$ cat src/sv/iwa_pkg.sv
// Shared types, constants and scale tables for the IMU window-average block.
package iwa_pkg;

    localparam int NCH        = 6;
    localparam int NAXIS      = 3;
    localparam int RAW_W      = 16;
    localparam int OUT_W      = 25;
    localparam int BIAS_W     = 24;
    localparam int CNT_W      = 5;
    localparam int RANGE_W    = 2;
    localparam int K_W        = 25;
    localparam int Q_FRAC     = 16;
    localparam int WINDOW_DEF = 16;
    localparam int DIV_BITS   = 4;
    localparam int Q_DEPTH    = 2;

    localparam int CFG_IDX_W  = 3;
    localparam int CFG_DATA_W = BIAS_W;

    localparam int IN_TDATA_W  = ((NCH * RAW_W + 7) / 8) * 8;
    localparam int OUT_TDATA_W = ((NCH * OUT_W + CNT_W + 7) / 8) * 8;

    typedef logic [NCH-1:0][RAW_W-1:0] raw_sample_t;

    typedef enum logic [CFG_IDX_W-1:0] {
        REG_ACCEL_RANGE,
        REG_GYRO_RANGE,
        REG_GYRO_BIAS_X,
        REG_GYRO_BIAS_Y,
        REG_GYRO_BIAS_Z,
        REG_ACCEL_BIAS_X,
        REG_ACCEL_BIAS_Y,
        REG_ACCEL_BIAS_Z
    } reg_idx_t;

    typedef struct packed {
        logic [RANGE_W-1:0]           accel_range;
        logic [RANGE_W-1:0]           gyro_range;
        logic [NCH-1:0][BIAS_W-1:0]   bias;
    } cfg_t;

    typedef enum logic [2:0] {
        ST_IDLE,
        ST_SUM,
        ST_MUL,
        ST_ABS,
        ST_DIV,
        ST_SGN,
        ST_OUT
    } back_state_t;

    // Q.16 output per raw count, scaled by a further 65536.
    function automatic logic [K_W-1:0] gyro_k(input logic [RANGE_W-1:0] sel);
        logic [K_W-1:0] k;
        unique case (sel)
            2'd0: k = K_W'(571909);
            2'd1: k = K_W'(1143819);
            2'd2: k = K_W'(2287638);
            2'd3: k = K_W'(4575276);
        endcase
        return k;
    endfunction

    function automatic logic [K_W-1:0] accel_k(input logic [RANGE_W-1:0] sel);
        logic [K_W-1:0] k;
        unique case (sel)
            2'd0: k = K_W'(2570754);
            2'd1: k = K_W'(5141509);
            2'd2: k = K_W'(10283018);
            2'd3: k = K_W'(20566036);
        endcase
        return k;
    endfunction

endpackage

$ cat src/sv/iwa_front.sv
// Input side: accepts raw samples and holds them in a two-entry queue for the back end.
module iwa_front (
    input  logic                          clk,
    input  logic                          rst_n,
    input  logic                          s_tvalid,
    output logic                          s_tready,
    // raw_gx, raw_gy, raw_gz, raw_ax, raw_ay, raw_az from bit 0 up
    input  logic [iwa_pkg::IN_TDATA_W-1:0] s_tdata,
    output logic                          q_valid,
    input  logic                          q_ready,
    output iwa_pkg::raw_sample_t          q_data
);
    import iwa_pkg::*;

    raw_sample_t slot_mem [Q_DEPTH];
    logic        wr_ptr_reg;
    logic        rd_ptr_reg;
    logic [1:0]  count_reg;
    logic        push;
    logic        pop;

    assign s_tready = (count_reg != 2'(Q_DEPTH));
    assign q_valid  = (count_reg != 2'd0);
    assign q_data   = slot_mem[rd_ptr_reg];
    assign push     = s_tvalid && s_tready;
    assign pop      = q_valid && q_ready;

    always_ff @(posedge clk)
    begin
        if (push)
        begin
            slot_mem[wr_ptr_reg] <= raw_sample_t'(s_tdata[NCH*RAW_W-1:0]);
        end
    end

    always_ff @(posedge clk or negedge rst_n)
    begin
        if (!rst_n)
        begin
            wr_ptr_reg <= 1'b0;
            rd_ptr_reg <= 1'b0;
            count_reg  <= 2'd0;
        end
        else
        begin
            if (push)
            begin
                wr_ptr_reg <= ~wr_ptr_reg;
            end
            if (pop)
            begin
                rd_ptr_reg <= ~rd_ptr_reg;
            end
            if (push && !pop)
            begin
                count_reg <= count_reg + 2'd1;
            end
            else if (pop && !push)
            begin
                count_reg <= count_reg - 2'd1;
            end
        end
    end

endmodule

$ cat config.mk
export PLATFORM = sky130hd
export DESIGN_NAME = iwa_front
export DESIGN_NICKNAME = d
export VERILOG_FILES = /design/src/sv/iwa_pkg.sv /design/src/sv/iwa_front.sv
export SDC_FILE = /design/constraint.sdc
export NUM_CORES = 1
export LEC_CHECK = 0
export BUFFER_PORTS_ARGS = -buffer_cell sky130_fd_sc_hd__buf_2
export CAP_MARGIN = 20
export CELL_PAD_IN_SITES_DETAIL_PLACEMENT = 0
export CELL_PAD_IN_SITES_GLOBAL_PLACEMENT = 1
export CORE_UTILIZATION = 25
export CTS_BUF_LIST = sky130_fd_sc_hd__clkbuf_4 sky130_fd_sc_hd__clkbuf_8 sky130_fd_sc_hd__clkbuf_16
export DETAILED_ROUTE_END_ITERATION = 8
export PLACE_DENSITY = 0.62
export SETUP_SLACK_MARGIN = 0.15
export SLEW_MARGIN = 20
export SYNTH_ARGS = -nofsm -noshare
export SYNTH_HDL_FRONTEND = slang
export SYNTH_SLANG_ARGS = --single-unit
$ cat constraint.sdc
create_clock -name clk -period 4.75 [get_ports clk]
set_clock_uncertainty 0.05 [all_clocks]
set_input_delay 0.475 -clock clk [delete_from_list [all_inputs] [get_ports clk]]
set_output_delay 0.475 -clock clk [all_outputs]
set_load 0.02 [all_outputs]
# Yosys cells after proc, flatten, opt, wreduce, memory -nomap -nowiden
# Memory sizes are Yosys's and may differ from the RTL's.
# Index checks and enable logic that the tools add are counted.
[word_totals]
wordCells = 21
out_inout_bits = 98
in_bits = 100
reg_bits = 4
n_memories = 1
ramBits = 192
[memory_table]
columns = ["memory", "words", "width", "read_ports", "rd_clocked_by_memory_dff", "wr", "line", "text"]
rows = [
  ["slot_mem", 2, 96, 1, 0, 1, "iwa_front.sv:15", "raw_sample_t slot_mem [Q_DEPTH];"],
]
[classes]
addsub = 2
bitwise_logic = 2
reduce_logical = 8
eq_ne = 1
muxes = 4
[op_table]
columns = ["op", "n"]
rows = [
  ["logical AND 1 bit", 4],
  ["two-way mux 2 bit", 2],
  ["nonzero test 2 bit", 2],
  ["adder 2 x 1 -> 2 bit, second input constant", 1],
  ["zero test 1 bit", 2],
  ["two-way mux 1 bit", 2],
  ["inequality test 2 bit, second input constant", 1],
  ["inverter 1 bit", 2],
  ["subtractor 2 x 1 -> 2 bit, second input constant", 1],
]

# Depth between registers and ports, before layout
# Gate-level depths: netlist of the first run.
[logic_depth]
word_depth = 6
ltp_mapped = 7
depth_no_buf = 7

# Worst setup path after synthesis of the first run
# No wires, ideal clock.
[synth_timing]
path_kind = "register to register"
from = "register count_reg[0]"
to = "memory slot_mem[0][0] in the netlist's numbering (enable)"
arrival_ns = 4.796
setup_ns = 0.552
period_less_slack_ns = 5.398
t_required_ns = 4.148
n_path_buf = 0
stages_incl_launch_ff = 4
slack_ns = -0.648
path_cell_list = "dfrtp_1 -> nand2b_1 -> nand2_1 -> nor2_1"
[synth_via]
elab_chain_len = 4
[synth_lines]
columns = ["element", "line", "text"]
rows = [
  ["start: declaration", "iwa_front.sv:18", "logic [1:0] count_reg;"],
  ["start signal: assignment", "iwa_front.sv:56", "count_reg <= count_reg + 2'd1;"],
  ["start signal: assignment", "iwa_front.sv:60", "count_reg <= count_reg - 2'd1;"],
  ["inequality test 2 bit", "iwa_front.sv:22", "assign s_tready = (count_reg != 2'(Q_DEPTH));"],
  ["net s_tready", "iwa_front.sv:6", "output logic s_tready,"],
  ["logical AND 1 bit", "iwa_front.sv:25", "assign push = s_tvalid && s_tready;"],
  ["two-way mux 1 bit", "iwa_front.sv:30", "if (push)"],
  ["two-way mux 1 bit (implied by the code)", "iwa_front.sv:32", "slot_mem[wr_ptr_reg] <= raw_sample_t'(s_tdata[NCH*RAW_W-1:0]);"],
  ["end: declaration", "iwa_front.sv:15", ""],
]
# The timed path passes the listed nets, and every way through them passes these cells.

==> results.cfg, run 1 <==
[outcome]
outcome = completed

[cts]
clock_sinks = 196
cts_resized = 0
cts_tree = yes
cts_buffer_depth = 2
cts_buffers = 17
clk_pin_slew_ps = 80
cts-root-buf = clkbuf_16
clk_latency_ps = 420
cts-htree-levels = 4

[sta]
finalHoldViolCount = 0
setup_viol_count_final = 0
rsz0062_at_grt = no
slew_headroom_pct = 42.8
drv_slew = 0
tns_ps = 0
tightest_slew_ps = 858
min_period_ps = 2970
finalCritPeriodShare_pct = 62.5
fmax_ghz = 0.337

[yosys]
synth-seq-cells = 196
yosys.area.top_type = edfxtp_1
synth_top_family_by_area = multiplexers
synthXorXnorAreaFrac_pct = 0.605
synth_compound_area_share_pct = 0
ys_top_cells_by_area = edfxtp_1 (80%), mux2_2 (10%), mux2_4 (6.2%)
synth_seq_area_share_pct = 81.0
yosys.area_share.simple_pct = 0.467
syn_inst = 317
synth.area.mux_share_pct = 16.5
synthAdderAreaFrac_pct = 0.173
synth_warnings = 0
synth_nets = 418
synth_top_area_share_pct = 79.6
avgSynthCellArea_um2 = 22.8
synth_area_um2 = 7240
ys_types = 15

[detailed_routing]
drtIter0Drc = 118
via_count = 3652
drc = 0
post_drt_wl_per_cell_um = 15.4
detail-route-antenna-nets = 0
vias_per_cell = 3.97
routed_wl_mm = 14.2
dr.pass1.iters = 4

[die]
initial_core_util_pct = 25.7
die_h_um = 172
io_pins = 198
num_rows = 61
die-area_um2 = 29600
die_w_um = 172
core_area_um2 = 28200

[placement]
io_buffers = 197
gp_congestion = 0.686
post-dp-hpwl_mm = 9.42

[global_routing]
antenna_found_initial = 3
grt_pass1_wl_mm = 21.0
grt_overflow_total = 0
grt_max_degree = 58
first_global_vias = 3956
grt_usage_pct = 9.63

[layout]
largest_reg_flops = 192
drive_gt1_share_pct = 61.6
fin_nets = 629
fill_cells = 2713
area_delta_synth_final_pct = 27.7
postLayoutCoreUtil_pct = 32.8

[worst_setup_path]
crit_type = flop to output port
startpoint_type = flop
cp_data_arrival_time_ps = 2440
crit_required_ps = 4220
cp_max_fo = 49
end_kind = output port

[pwr]
leakage_uw = 0.00346
power_density_nw_per_um2 = 629
peakVddDrop_mv = 0.308

[flow_run]
drv_cap = 0

[worst_hold_path]
hold_class = primary input to flop
[where the power goes]
part	internal, uW	switching [uW]	leakage [uW]	total [uW]
Combinational	786	1100	0.00136	1890
Clock	698	681	0.000276	1380
Sequential	2370	183	0.00183	2550
[synthesized netlist by cell type (all sizes together)]
library cell	count
dfrtp	4
nand2	2
xnor2	3
or2	1
ha	1
buf	11
xor2	2
nor2	2
and3	1
edfxtp	192
mux2	96
nand2b	1
inv	1
[layout make-up]
cell class | instances | area (um^2) | share of cell area, %
diodes | 1 | 2.50 | 0.0271
inverters | 1 | 3.75 | 0.0406
repair buffers | 203 | 1030 | 11.2
clock buffers | 17 | 425 | 4.60
multi-input cells | 109 | 1300 | 14.0
clock inverters | 15 | 140 | 1.52
flip-flops and latches | 196 | 5870 | 63.5
well taps | 378 | 473 | 5.12
[layout by cell type (no fill, tap or decap), drive strengths merged]
cell and instances:
clkinv 5, dfrtp 4, mux2 96, nor2 2
edfxtp 192, nand2 2, clkinvlp 1, diode 1
xor2 2, buf 202, inv 10, nand2b 1
ha 1, and3 1, dlygate4sd3 1, xnor2 3
clkbuf 17, or2 1
[worst paths after layout]
check,from,end,slack (ps),cells after the start
hold / removal,s_tdata[5],slot_mem[0][5]$_DFFE_PP_,180,1
setup / recovery,rd_ptr_reg$_DFFE_PN0P_,q_data[6],1780,3
min in group asynchronous,rst_n,wr_ptr_reg$_DFFE_PN0P_,350,2
max in group asynchronous,rst_n,rd_ptr_reg$_DFFE_PN0P_,4170,2
setup reg to reg,count_reg[0]$_DFFE_PN0P_,slot_mem[1][43]$_DFFE_PP_,2320,3
hold reg to reg,count_reg[1]$_DFFE_PN0P_,count_reg[1]$_DFFE_PN0P_,450,1
[routing by layer]
| metal | track usage [%] | vias to the layer above | part of all wire, % |
|---|---|---|---|
| li1 | - | 1681 | - |
| met1 | 10.3 | 1819 | 40 |
| met2 | 16.7 | 139 | 50 |
| met3 | 4.62 | 9 | 9.1 |
| met4 | 2.89 | 4 | 0.58 |
| met5 | 0 | - | 0.21 |
[cells by family after synthesis]
logic type | Yosys count
xor gates and xnor gates | 5
adders and majority gates | 1
buffers and inverters | 12
DFF | 196
muxes | 96
and+or+nand+nor | 7
[stage by stage]
| step | instance area (um^2) | setup slack [ps] | power (uW) | hold WS [ps] | instances |
|---|---|---|---|---|---|
| global placement | 8670 | 2140 | 4500 | 231 | 886 |
| CTS | 9240 | 1640 | 5950 | 156 | 919 |
| floorplan | 7240 | 966 | 3940 | 129 | 317 |
| finish | 9240 | 1780 | 5820 | 184 | 920 |
| detailed placement | 8670 | 2120 | 4540 | 234 | 886 |
| global route | 9240 | 1580 | 6140 | 152 | 919 |
[repair_timing]
item                                   CTS  global route
buffers inserted                         0             0
hold buffers                             1             0
endpoints found under the hold margin    4             0
[critical path, stage by stage (launching register included)]
cell and delay (ps):
dfrtp_4 930, buf_4 490, mux2_2 410, buf_2 170
No activity file was read; power rests on OpenSTA's default activity.
==> inputs of run 2 (changes only) <==
clock period = 2.7 ns   (was 4.75 ns; I/O delays follow)
==> run 2 against run 1 <==
- register-to-register slack worse by 1500 ps
- cell area is 11% higher
- hold slack worse by 92 ps
- total power is 80% higher
- largest power group unchanged
- worst setup slack worse by 1400 ps
- wire length is 3.0% higher
==> results.cfg, run 2 (synthesized netlist as in run 1, its figures left out) <==
[outcome]
outcome = completed

[sta]
min_period_ps = 2340
finalHoldViolCount = 0
tightest_slew_ps = 712
setup_viol_count_final = 0
drv_slew = 0
setup_slack_ps = 363
tns_ps = 0
rsz0062_at_grt = no
slew_headroom_pct = 52.6
hold_ws_ps = 91.3
finalCritPeriodShare_pct = 86.5
fmax_ghz = 0.428

[cts]
cts-htree-levels = 4
post_cts_buffers = 0
clk_pin_slew_ps = 70
cts_resized = 0
clock_sinks = 196
cts_tree = yes
clk_latency_ps = 420
cts_buffer_depth = 2
cts_buffers = 17
cts-root-buf = clkbuf_16
cts_hold_buffers = 97

[worst_hold_path]
hp-start = s_tvalid
hold_class = primary input to flop
holdPathStages = 3
hold_path_end = wr_ptr_reg$_DFFE_PN0P_

[layout]
area_delta_synth_final_pct = 42.1
finalNonFillerCells = 1018
final_cell_mix = buf_2 (197), edfxtp_1 (192), dlygate4sd3_1 (97)
n_antenna_cell = 0
fill_cells = 2654
layout.cells.most_common = buf_2
drive_gt1_share_pct = 52.7
fin_nets = 728
largest_reg_flops = 192

[global_routing]
grt_overflow_total = 0
grt_max_degree = 51
first_global_vias = 4226
grt_pass1_wl_mm = 21.6
antenna_found_initial = 0
grt_usage_pct = 9.79

[pwr]
power_density_nw_per_um2 = 1020
leakage_uw = 0.00389
power_uw = 10500
peakVddDrop_mv = 0.443

[detailed_routing]
drtIter0Drc = 139
detail-route-antenna-nets = 0
post_drt_wl_per_cell_um = 14.3
via_count = 3968
routed_wl_mm = 14.6
vias_per_cell = 3.90
dr.pass1.iters = 4
drc = 0

[worst_setup_path]
r2r_cells = 3
r2r_slack_ps = 800
cp_max_fo = 30
crit_type = flop to output port
startpoint = rd_ptr_reg$_DFFE_PN0P_
timing.rr.start = count_reg[0]$_DFFE_PN0P_
cp_data_arrival_time_ps = 2020
startpoint_type = flop
crit_required_ps = 2380
end_kind = output port
worstReg2RegEnd = slot_mem[1][20]$_DFFE_PP_

[die]
die-area_um2 = 29600
initial_core_util_pct = 25.7
io_pins = 198
num_rows = 61
die_w_um = 172
core_area_um2 = 28200
die_h_um = 172

[placement]
place_ws_ps = 762
dp.cells = 889
gp_congestion = 0.694
post-dp-hpwl_mm = 9.60
io_buffers = 197

[flow_run]
drv_cap = 0
==> run 2: per-layer routing <==
metal  vias up  global-route usage (%)  part of all wire (%)
met5         -                       0                     0
met4         0                    2.54                  0.68
met3         7                    3.41                   5.7
met2       122                    17.7                    52
met1      1960                    10.8                    41
li1       1879                       -                     -
==> run 2: final cells by class <==
cell class,instances,area (um^2),share of cell area [%]
clock inverters,13,125,1.22
well taps,378,473,4.60
inverters,1,3.75,0.0365
flip-flops and latches,196,5870,57.0
multi-input cells,109,1310,12.7
clock buffers,19,440,4.28
repair buffers,302,2070,20.1
==> run 2: worst max path at each step <==
stage,depth (start not counted),end
floorplan,3,slot_mem[0][0]$_DFFE_PP_
global route,3,q_data[43]
CTS,3,q_data[42]
finish,3,q_data[42]
detailed placement,3,q_data[37]
global placement,3,q_data[37]
==> run 2: metrics by stage <==
step | utilization, % | instance area, um^2
detailed placement | 31.1 | 8750
CTS | 36.5 | 10300
global route | 36.5 | 10300
floorplan | - | 7260
finish | 36.5 | 10300
global placement | 31.1 | 8750
==> run 2: critical path, cell delays in order (launching register included) <==
cell	delay, ps
dfrtp_4	790
buf_12	270
mux2_2	360
buf_2	160
==> run 2: power breakdown <==
| group | internal (uW) | switching, uW |
|---|---|---|
| Clock | 1310 | 1120 |
| Combinational | 1580 | 2030 |
| Sequential | 4160 | 281 |
| Total | 7050 | 3430 |
==> inputs of run 3 (changes only) <==
CORE_UTILIZATION = 40   (was 25)
PLACE_DENSITY = 0.86   (was 0.62)
SLEW_MARGIN = unset   (was 20)
==> run 3 against run 2 <==
- utilization up 21 points
- critical path type unchanged
- cell area shrank 2.1%
- cell count decreased by 15%
- clock power decreased by 2%
- register-to-register slack better by 190 ps
- sequential share of layout area grew 1.2 points
- global-route usage rose by 5.9 points
- critical path depth is the same
- first-iteration DRC count is 12% higher
- hold slack improved by 3.4 ps
- sequential power is essentially flat
- fmax about the same
- largest cell class unchanged
==> results.cfg, run 3 (synthesized netlist as in run 1, its figures left out) <==
[outcome]
outcome = completed

[layout]
fin_nets = 727
finalNonFillerCells = 864
largest_reg_flops = 192
layout.cells.most_common = buf_2
n_antenna_cell = 0
drive_gt1_share_pct = 52.7
fill_cells = 1335
fin_area_um2 = 10100
area_delta_synth_final_pct = 39.2
final_cell_mix = buf_2 (197), edfxtp_1 (192), dlygate4sd3_1 (97)

[pwr]
leakage_uw = 0.00389
power_density_nw_per_um2 = 1030
peakVddDrop_mv = 0.621

[detailed_routing]
drc = 0
drtIter0Drc = 156
vias_per_cell = 4.66
dr.pass1.iters = 5
post_drt_wl_per_cell_um = 16.6
detail-route-antenna-nets = 0
routed_wl_mm = 14.4
via_count = 4027

[cts]
post_cts_buffers = 0
clock_sinks = 196
clk_pin_slew_ps = 70
cts_buffer_depth = 2
cts_buffers = 17
cts_tree = yes
cts-htree-levels = 4
clk_latency_ps = 410
cts-root-buf = clkbuf_16

[global_routing]
grt_pass1_wl_mm = 21.5
use_met1_pct = 16.7
grt_max_degree = 54
grt_overflow_total = 0
grt_usage_pct = 15.7
antenna_found_initial = 0
grt.met2_usage_pct = 29.1
met3_usage_pct = 5.19
top_usage_layer = met2
first_global_vias = 4312

[sta]
setup_viol_count_final = 0
tightest_slew_ps = 585
slew_headroom_pct = 61.0
drv_slew = 0
min_period_ps = 2340
rsz0062_at_grt = no
hold_ws_ps = 94.7
setup_slack_ps = 364
finalCritPeriodShare_pct = 86.5
fmax_ghz = 0.428
finalHoldViolCount = 0
tns_ps = 0

[worst_setup_path]
cp_data_arrival_time_ps = 2020
cp_max_fo = 42
path_cells = buf_12 -> mux2_2 -> buf_2
crit_buf_inv = 2
startpoint_type = flop
crit_type = flop to output port
critical_path.max_stage_delay_ps = 720
crit_required_ps = 2380
cpLargestDelayFamily = flip-flops
end_kind = output port
critical-path-slowest-cell = dfrtp_4

[placement]
io_buffers = 197
place_ws_ps = 764
dp.cells = 735
gp_congestion = 0.709
post-dp-hpwl_mm = 8.89
placed_area_um2 = 8540

[die]
initial_core_util_pct = 41.4
num_rows = 48
io_pins = 198
die-area_um2 = 18600
core_area_um2 = 17500
die_h_um = 137
die_w_um = 137

[flow_run]
drv_cap = 0

[worst_hold_path]
hold_class = primary input to flop
-- run 3: per-layer routing --
layer  vias to the layer above  part of all wire, %  wire (um)
li1                       1869                    -          -
met1                      1998                   39       5550
met2                       146                   54       7700
met3                        14                  6.6        949
met4                         0                  1.2        171
met5                         -                    0          0
-- run 3: final timing paths --
kind                                           from                        end  slack, ps  cells after the start
hold / removal                              q_ready     rd_ptr_reg$_DFFE_PN0P_         90                      3
setup / recovery             rd_ptr_reg$_DFFE_PN0P_                 q_data[14]        360                      3
max in group asynchronous                     rst_n     rd_ptr_reg$_DFFE_PN0P_       2330                      2
setup reg to reg           count_reg[0]$_DFFE_PN0P_  slot_mem[0][59]$_DFFE_PP_        990                      4
min in group asynchronous                     rst_n   count_reg[0]$_DFFE_PN0P_        140                      2
hold reg to reg            count_reg[0]$_DFFE_PN0P_   count_reg[0]$_DFFE_PN0P_        480                      1
-- run 3: timing repair --
action / in CTS / in global routing
endpoints found under the hold margin: 196 / 0
hold buffers: 97 / 0
endpoints found under the setup margin: 0 / 0
resized for setup: 0 / 0
-- run 3: final cells by class --
type                            instances  area [um^2]  share of cell area (%)
Clock buffer                           18          433                    4.30
Clock inverter                         14          129                    1.28
Inverter                                1         3.75                  0.0373
Sequential cell                       196         5870                    58.3
Multi-Input combinational cell        109         1310                    13.0
Timing Repair Buffer                  301         2050                    20.3
Tap cell                              225          282                    2.79
-- run 3: worst reg2reg max path: stages (launching register included) --
cell and delay, ps:
dfrtp_1 410, nand2b_4 170, nand2_4 70, nor2_4 130, buf_4 490
-- run 3: per-stage QoR --
stage,utilization (%),power (uW)
global placement,48.9,7900
finish,57.6,10400
global route,57.6,10900
CTS,57.6,10500
floorplan,-,6930
detailed placement,48.9,8010
-- run 3: power by group --
part | switching [uW] | internal (uW)
sequential | 270 | 4160
clock | 1100 | 1290
combinational | 2030 | 1550
total | 3400 | 7000
